**config.mk**
```make
export PLATFORM = sky130hd
export DESIGN_NAME = cbhm_ctrl
export DESIGN_NICKNAME = d
export VERILOG_FILES = /design/src/sv/cbhm_pkg.sv /design/src/sv/cbhm_ctrl.sv
export VERILOG_INCLUDE_DIRS = /design/src /design/src/sv
export SDC_FILE = /design/constraint.sdc
export NUM_CORES = 1
export LEC_CHECK = 0
export ABC_AREA = 1
export BUFFER_PORTS_ARGS = -buffer_cell sky130_fd_sc_hd__buf_2
export CAP_MARGIN = 20
export CORE_MARGIN = 4
export CORE_UTILIZATION = 51
export CTS_BUF_LIST = sky130_fd_sc_hd__clkbuf_4 sky130_fd_sc_hd__clkbuf_8
export DETAILED_ROUTE_END_ITERATION = 7
export GPL_TIMING_DRIVEN = 0
export PLACE_DENSITY = 0.81
export SLEW_MARGIN = 20
export SYNTH_ARGS = -nofsm -noshare
export SYNTH_HDL_FRONTEND = slang
export SYNTH_SLANG_ARGS = --single-unit
```
**constraint.sdc**
```tcl
create_clock -name i_clk -period 1.75 [get_ports i_clk]
set_clock_uncertainty 0.15 [all_clocks]
set_input_delay 0.0875 -clock i_clk [delete_from_list [all_inputs] [get_ports i_clk]]
set_output_delay 0.0875 -clock i_clk [all_outputs]
set_load 0.005 [all_outputs]
```
**src/sv/chained_bucket_hash_map_assert.svh**
```systemverilog
// Assertion macros used by the hash map RTL.
// Expects i_clk and i_rst_n in the scope of each use.
`ifndef CHAINED_BUCKET_HASH_MAP_ASSERT_SVH
`define CHAINED_BUCKET_HASH_MAP_ASSERT_SVH

// Consequent checked in the same cycle as the antecedent.
`define CBHM_ASSERT_SAME(lbl, ante, cons, msg) \
    lbl: assert property (@(posedge i_clk) disable iff (!i_rst_n) (ante) |-> (cons)) \
        else $error(msg);

// Consequent checked in the cycle after the antecedent.
`define CBHM_ASSERT_NEXT(lbl, ante, cons, msg) \
    lbl: assert property (@(posedge i_clk) disable iff (!i_rst_n) (ante) |=> (cons)) \
        else $error(msg);

`endif

```
**src/sv/cbhm_pkg.sv**
```systemverilog
// Shared types, codes and widths of the chained bucket hash map.
// No dependencies.
package cbhm_pkg;

    localparam int KEY_W     = 64;
    localparam int VAL_W     = 64;
    localparam int OP_W      = 2;
    localparam int ADMIT_W   = 2;
    localparam int ST_W      = 3;
    localparam int CNT_OUT_W = 14;
    localparam int BC_W      = 11;
    localparam logic [BC_W-1:0] BC_RESET = 11'd1021;
    localparam int SLOTS     = 3;
    localparam int SLOT_W    = KEY_W + VAL_W;
    localparam int SI_W      = 2;
    // remainder unit: bits of the key consumed per cycle
    localparam int DIV_BITS  = 4;
    localparam int DIV_STEPS = KEY_W / DIV_BITS;
    localparam int DIV_CW    = $clog2(DIV_STEPS);

    // operation codes
    localparam logic [OP_W-1:0] OP_FIND_INS = 2'd0;
    localparam logic [OP_W-1:0] OP_INSERT   = 2'd1;
    localparam logic [OP_W-1:0] OP_REMOVE   = 2'd2;
    localparam logic [OP_W-1:0] OP_FIND_REM = 2'd3;

    // admit verdicts
    localparam logic [ADMIT_W-1:0] ADMIT_OK      = 2'd0;
    localparam logic [ADMIT_W-1:0] ADMIT_NOSPACE = 2'd2;

    // result status codes
    localparam logic [ST_W-1:0] ST_EXIST    = 3'd0;
    localparam logic [ST_W-1:0] ST_NEW      = 3'd1;
    localparam logic [ST_W-1:0] ST_CONFLICT = 3'd2;
    localparam logic [ST_W-1:0] ST_NOSPACE  = 3'd3;
    localparam logic [ST_W-1:0] ST_REFUSED  = 3'd4;
    localparam logic [ST_W-1:0] ST_FAIL     = 3'd5;

    typedef enum logic [2:0] {
        WR_NONE, WR_STORE, WR_CLEAR, WR_LINK, WR_NEW, WR_WIPE
    } t_wr_kind;

    typedef enum logic [1:0] {
        VS_ZERO, VS_SLOT, VS_REG
    } t_vsel;

    typedef struct packed {
        logic            load;
        logic            div_step;
        logic            rd;
        logic            rd_next;
        t_wr_kind        wr;
        logic            zero_set;
        logic            zero_clear;
        logic            res_load;
        logic [ST_W-1:0] res_st;
        t_vsel           res_vsel;
        logic            out_load;
    } t_dp_cmd;

    typedef struct packed {
        logic [OP_W-1:0]    op;
        logic [ADMIT_W-1:0] admit;
        logic               allow;
        logic               key_zero;
        logic               hit;
        logic               empty_any;
        logic               next_ok;
        logic               pool_full;
        logic               zero_present;
        logic               wipe_last;
        logic               out_busy;
    } t_dp_stat;

    // status for a new entry under the given admit verdict
    function automatic logic [ST_W-1:0] f_verdict(input logic [ADMIT_W-1:0] admit);
        logic [ST_W-1:0] st;
        if (admit == ADMIT_OK) begin
            st = ST_NEW;
        end else if (admit == ADMIT_NOSPACE) begin
            st = ST_NOSPACE;
        end else begin
            st = ST_REFUSED;
        end
        return st;
    endfunction

endpackage

```
**src/sv/cbhm_ctrl.sv**
```systemverilog
// Sequencer of the hash map: clearing pass, remainder steps, chain walk, writes.
// Depends on cbhm_pkg and chained_bucket_hash_map_assert.svh.
`include "chained_bucket_hash_map_assert.svh"

module cbhm_ctrl import cbhm_pkg::*; (
    input  logic     i_clk,
    input  logic     i_rst_n,
    input  logic     i_in_valid,
    output logic     o_in_ready,
    input  t_dp_stat i_stat,
    output t_dp_cmd  o_cmd
);
    localparam logic [3:0] S_CLR  = 4'd0;
    localparam logic [3:0] S_IDLE = 4'd1;
    localparam logic [3:0] S_CHK  = 4'd2;
    localparam logic [3:0] S_DIV  = 4'd3;
    localparam logic [3:0] S_RDH  = 4'd4;
    localparam logic [3:0] S_RDN  = 4'd5;
    localparam logic [3:0] S_EV   = 4'd6;
    localparam logic [3:0] S_WST  = 4'd7;
    localparam logic [3:0] S_WCL  = 4'd8;
    localparam logic [3:0] S_WLK  = 4'd9;
    localparam logic [3:0] S_WNW  = 4'd10;
    localparam logic [3:0] S_DONE = 4'd11;

    logic [3:0]        r_state, n_state;
    logic [DIV_CW-1:0] r_dcnt, n_dcnt;
    t_dp_cmd           cmd;
    logic              is_rem;

    assign is_rem = (i_stat.op == OP_REMOVE) || (i_stat.op == OP_FIND_REM);

    // next state and datapath commands
    always_comb begin
        cmd        = '0;
        cmd.wr     = WR_NONE;
        cmd.res_vsel = VS_ZERO;
        n_state    = r_state;
        n_dcnt     = r_dcnt;
        o_in_ready = 1'b0;
        unique case (r_state)
            S_CLR: begin
                cmd.wr = WR_WIPE;
                if (i_stat.wipe_last) begin
                    n_state = S_IDLE;
                end
            end
            S_IDLE: begin
                o_in_ready = 1'b1;
                if (i_in_valid) begin
                    cmd.load = 1'b1;
                    n_state  = S_CHK;
                end
            end
            S_CHK: begin
                if (i_stat.key_zero) begin
                    // key zero lives in its own register
                    n_state      = S_DONE;
                    cmd.res_load = 1'b1;
                    if (is_rem) begin
                        if (!i_stat.zero_present) begin
                            cmd.res_st = ST_NEW;
                        end else begin
                            cmd.res_vsel = (i_stat.op == OP_FIND_REM) ? VS_REG : VS_ZERO;
                            if (!i_stat.allow) begin
                                cmd.res_st = ST_REFUSED;
                            end else begin
                                cmd.res_st     = ST_EXIST;
                                cmd.zero_clear = 1'b1;
                            end
                        end
                    end else if (i_stat.zero_present) begin
                        if (i_stat.op == OP_FIND_INS) begin
                            cmd.res_st   = ST_EXIST;
                            cmd.res_vsel = VS_REG;
                        end else begin
                            cmd.res_st = ST_CONFLICT;
                        end
                    end else if (i_stat.op == OP_FIND_INS &&
                                 f_verdict(i_stat.admit) != ST_NEW) begin
                        cmd.res_st = f_verdict(i_stat.admit);
                    end else begin
                        cmd.res_st   = ST_NEW;
                        cmd.zero_set = 1'b1;
                    end
                end else begin
                    n_dcnt  = '0;
                    n_state = S_DIV;
                end
            end
            S_DIV: begin
                cmd.div_step = 1'b1;
                n_dcnt       = r_dcnt + 1'b1;
                if (r_dcnt == DIV_CW'(DIV_STEPS - 1)) begin
                    n_state = S_RDH;
                end
            end
            S_RDH: begin
                cmd.rd  = 1'b1;
                n_state = S_EV;
            end
            S_RDN: begin
                cmd.rd      = 1'b1;
                cmd.rd_next = 1'b1;
                n_state     = S_EV;
            end
            S_EV: begin
                // decide on the bucket just read
                if (i_stat.op == OP_INSERT) begin
                    if (i_stat.empty_any) begin
                        cmd.res_load = 1'b1;
                        cmd.res_st   = ST_NEW;
                        n_state      = S_WST;
                    end else if (i_stat.next_ok) begin
                        n_state = S_RDN;
                    end else if (i_stat.pool_full) begin
                        cmd.res_load = 1'b1;
                        cmd.res_st   = ST_FAIL;
                        n_state      = S_DONE;
                    end else begin
                        cmd.res_load = 1'b1;
                        cmd.res_st   = ST_NEW;
                        n_state      = S_WLK;
                    end
                end else if (i_stat.hit) begin
                    cmd.res_load = 1'b1;
                    if (i_stat.op == OP_FIND_INS) begin
                        cmd.res_st   = ST_EXIST;
                        cmd.res_vsel = VS_SLOT;
                        n_state      = S_DONE;
                    end else begin
                        cmd.res_vsel = (i_stat.op == OP_FIND_REM) ? VS_SLOT : VS_ZERO;
                        if (!i_stat.allow) begin
                            cmd.res_st = ST_REFUSED;
                            n_state    = S_DONE;
                        end else begin
                            cmd.res_st = ST_EXIST;
                            n_state    = S_WCL;
                        end
                    end
                end else if (i_stat.next_ok) begin
                    n_state = S_RDN;
                end else begin
                    cmd.res_load = 1'b1;
                    n_state      = S_DONE;
                    if (is_rem) begin
                        cmd.res_st = ST_NEW;
                    end else if (!i_stat.empty_any && i_stat.pool_full) begin
                        cmd.res_st = ST_FAIL;
                    end else if (f_verdict(i_stat.admit) != ST_NEW) begin
                        cmd.res_st = f_verdict(i_stat.admit);
                    end else begin
                        cmd.res_st = ST_NEW;
                        n_state    = i_stat.empty_any ? S_WST : S_WLK;
                    end
                end
            end
            S_WST: begin
                cmd.wr  = WR_STORE;
                n_state = S_DONE;
            end
            S_WCL: begin
                cmd.wr  = WR_CLEAR;
                n_state = S_DONE;
            end
            S_WLK: begin
                cmd.wr  = WR_LINK;
                n_state = S_WNW;
            end
            S_WNW: begin
                cmd.wr  = WR_NEW;
                n_state = S_DONE;
            end
            S_DONE: begin
                if (!i_stat.out_busy) begin
                    cmd.out_load = 1'b1;
                    n_state      = S_IDLE;
                end
            end
            default: begin
                n_state = S_IDLE;
            end
        endcase
    end

    // state registers
    always_ff @(posedge i_clk) begin
        if (!i_rst_n) begin
            r_state <= S_CLR;
            r_dcnt  <= '0;
        end else begin
            r_state <= n_state;
            r_dcnt  <= n_dcnt;
        end
    end

    assign o_cmd = cmd;

    `CBHM_ASSERT_SAME(a_out_free, cmd.out_load, !i_stat.out_busy, "result loaded over a held one")
    `CBHM_ASSERT_SAME(a_ev_after_rd, r_state == S_EV,
        $past(r_state) == S_RDH || $past(r_state) == S_RDN, "bucket evaluated without a read")
    `CBHM_ASSERT_NEXT(a_accept_chk, r_state == S_IDLE && i_in_valid, r_state == S_CHK,
        "accepted request not checked")
    `CBHM_ASSERT_NEXT(a_grow_pair, r_state == S_WLK, r_state == S_WNW,
        "linked bucket not written")
endmodule

```
==> flow_summary.json <==
{
  "status": "finished with violations",
  "violations": "negative setup slack",
  "async_reset_ff_share_pct": 0,
  "cp-endpoint": "o_cmd[4]",
  "grt_pass1_wl_um": 4512,
  "crit_path_end_kind": "primary output",
  "initial_utilization_pct": 53.26,
  "vias": 1220,
  "via_per_inst": 5.328,
  "synth_seq_cells": 8,
  "yosys.area.top_type_share_pct": 17.41,
  "cts_buffer_depth": 2,
  "rr_endpoint": "r_state[0]",
  "place.gp.congestion": 0.9257,
  "worstMarginPinSlew_ns": 0.3728,
  "hold_viol_final": 0,
  "cp.arrival_ns": 1.54,
  "syn-instance-count": 157,
  "slowest_stage": "dfxtp_4",
  "antenna_found_initial": 0,
  "period_share_pct": 101.5,
  "synthDistinctLibCells": 25,
  "grt_pass1_vias": 1077,
  "htreeDepth": 1,
  "syn_to_final_growth_pct": 40.27,
  "totalWireLength_um": 2781,
  "cts.sinks": 8,
  "dr.pass1.iters": 4,
  "final.setup.tns_ns": -0.02563,
  "path_cells": "inv_4 -> nor2_4 -> nand2_4 -> nor2_8 -> nand2_4 -> o21ai_2 -> nand3_1 -> a21oi_2 -> buf_2",
  "synth_edf_count": 0,
  "placed_cell_area_um2": 1111,
  "coreArea_um2": 1727,
  "reg2regPathDepth": 9,
  "rsz0062_at_grt": "yes",
  "finalSetupViolations": 1,
  "cts_made_buffers": 3,
  "drive_gt1_share_pct": 33.82,
  "regArea_um2": 170.2,
  "die-area_um2": 2547,
  "synth_commonest_cells": "28 x nand2_1, 27 x inv_1, 21 x nor2_1, 15 x nand3_1, 12 x a21oi_1",
  "synth.cell_area_um2": 919.6,
  "leakage_nw": 0.7425,
  "final_area_um2": 1290,
  "chipWidth_um": 50.47,
  "synthTopCellsByArea": "dfxtp_1 17%, nand2_1 11%, inv_1 11%",
  "ios": 33,
  "port_buffers": 32,
  "peakVddDrop_v": 0.0007971,
  "gr-total-overflow": 0,
  "hp-class": "input pin to flip-flop",
  "total_power_mw": 1.100,
  "max_freq_mhz": 563.2,
  "r2r_slack_ns": 0.12,
  "tritoncts": "yes",
  "power.density_nw_per_um2": 853.0,
  "grt_start_max_net_pins": 10,
  "required_ns": 1.51,
  "path_class": "flip-flop to primary output",
  "syn-num-nets": 178,
  "multiInputGateArea_um2": 688.2,
  "ant_nets": 0,
  "yosysTopAreaCell": "dfxtp_1",
  "yosysMostFrequentCell": "nand2_1",
  "die_y_um": 50.47,
  "timing.rr.start": "r_state[3]",
  "drc": 0,
  "clockRootBuffer": "clkbuf_4",
  "synth_ff_type": "dfxtp_1",
  "clock_latency_ns": 0.24,
  "ys_seq_area_share_pct": 17.41,
  "grt.total_usage_pct": 21.78,
  "maxCapViolations": 0,
  "max_stage_delay_ns": 0.36,
  "nets": 227,
  "cp-start-kind": "flip-flop",
  "setup_slack_ns": -0.02563,
  "synth_warnings": 0,
  "rows": 15,
  "critical_path.max_fanout": 4,
  "diodes": 0,
  "pre_cts_slack_ns": -0.02054,
  "path_clk_slew_ns": 0.04,
  "fillCellCount": 148,
  "crit_top_cell": "nand2_4",
  "syn_area_per_cell_um2": 5.858,
  "slew_headroom_pct": 75.15,
  "min_period_ns": 1.776,
  "slew_violations": 0,
  "hpwl_um": 2064,
  "first_iter_violations": 65,
  "routedWlPerCell_um": 12.14,
  "startpoint": "r_state[1]"
}
kinds of logic after synthesis:
group	Yosys count	synth area share, %
adder cells (fa/ha/maj)	5	6.803
buffers and inverters	31	12.65
flip-flops	8	17.41
AO/OA/AOI/OAI	30	18.37
AND/OR/NAND/NOR	83	44.76
how the worst min path moves through the flow:
stage / start / slack, ns / depth (start not counted) / to
after CTS: i_stat[0] / 0.15 / 5 / r_state[1]
final: i_stat[1] / 0.17 / 5 / r_state[1]
after global routing: i_stat[1] / 0.19 / 5 / r_state[2]
after global placement: i_rst_n / 0.19 / 3 / r_state[3]
after detailed placement: i_rst_n / 0.20 / 3 / r_state[3]
after floorplan: i_rst_n / 0.04 / 2 / r_state[3]
flip-flops by register name (all words and copies together), names as in the netlist:
name / flops
r_dcnt: 4
r_state: 4
routing by layer:
metal | GRT usage [%] | routed length, um
met5 | 0 | 0
met4 | 4.036 | 32
met3 | 1.780 | 188
met2 | 39.78 | 1421
met1 | 27.80 | 1139
report_power, final:
group,internal [mW],switching [mW]
Clock,0.0778,0.0525
Sequential,0.222,0.0495
Combinational,0.291,0.407
final cells by class:
class                   count  share of cell area (%)
clock buffers               3                   1.746
flip-flops and latches      8                   13.19
multi-input cells         118                   53.35
plain buffers               1                  0.2910
repair buffers             44                   19.88
well taps                  25                   2.425
inverters                  30                   9.117
worst max-delay path, delay by kind of cell, from the launching register on:
kind | cells | cell delay, ns
AOI/OAI and AO/OA | 2 | 0.23
buffers and inverters | 2 | 0.16
DFF | 1 | 0.36
and+or+nand+nor | 5 | 0.54
through the flow:
stage	util, %	hold WS [ns]	cells
final	74.71	0.1654	229
after CTS	69.49	0.1455	223
after global routing	74.71	0.1949	229
after detailed placement	64.35	0.2025	214
after global placement	64.35	0.1911	214
after floorplan	-	0.03513	157
layout by cell type (no fill, tap or decap), types with 2 or more instances in the layout:
| cell | count |
|---|---|
| o21ai_0 | 11 |
| nor2_4 | 5 |
| nand4_1 | 4 |
| nand2_4 | 3 |
| nor3_1 | 3 |
| nor2_1 | 19 |
| buf_4 | 10 |
| nand3_1 | 15 |
| inv_4 | 2 |
| inv_1 | 26 |
| inv_2 | 2 |
| a21oi_1 | 11 |
| dfxtp_4 | 2 |
| nand2_1 | 28 |
| dfxtp_2 | 2 |
| nor4_1 | 2 |
| buf_2 | 32 |
| clkbuf_4 | 3 |
| ha_1 | 5 |
| dfxtp_1 | 4 |
what timing repair did:
| action | CTS | global route |
|---|---|---|
| hold buffers | 1 | 0 |
| setup endpoints to repair | 4 | 4 |
| hold endpoints to repair | 4 | 0 |
| resized for setup | 8 | 11 |
| pin swaps | 4 | 8 |
| setup buffers | 5 | 6 |
| cloned | 0 | 0 |
Note: power is estimated with default switching activity, not from simulation.
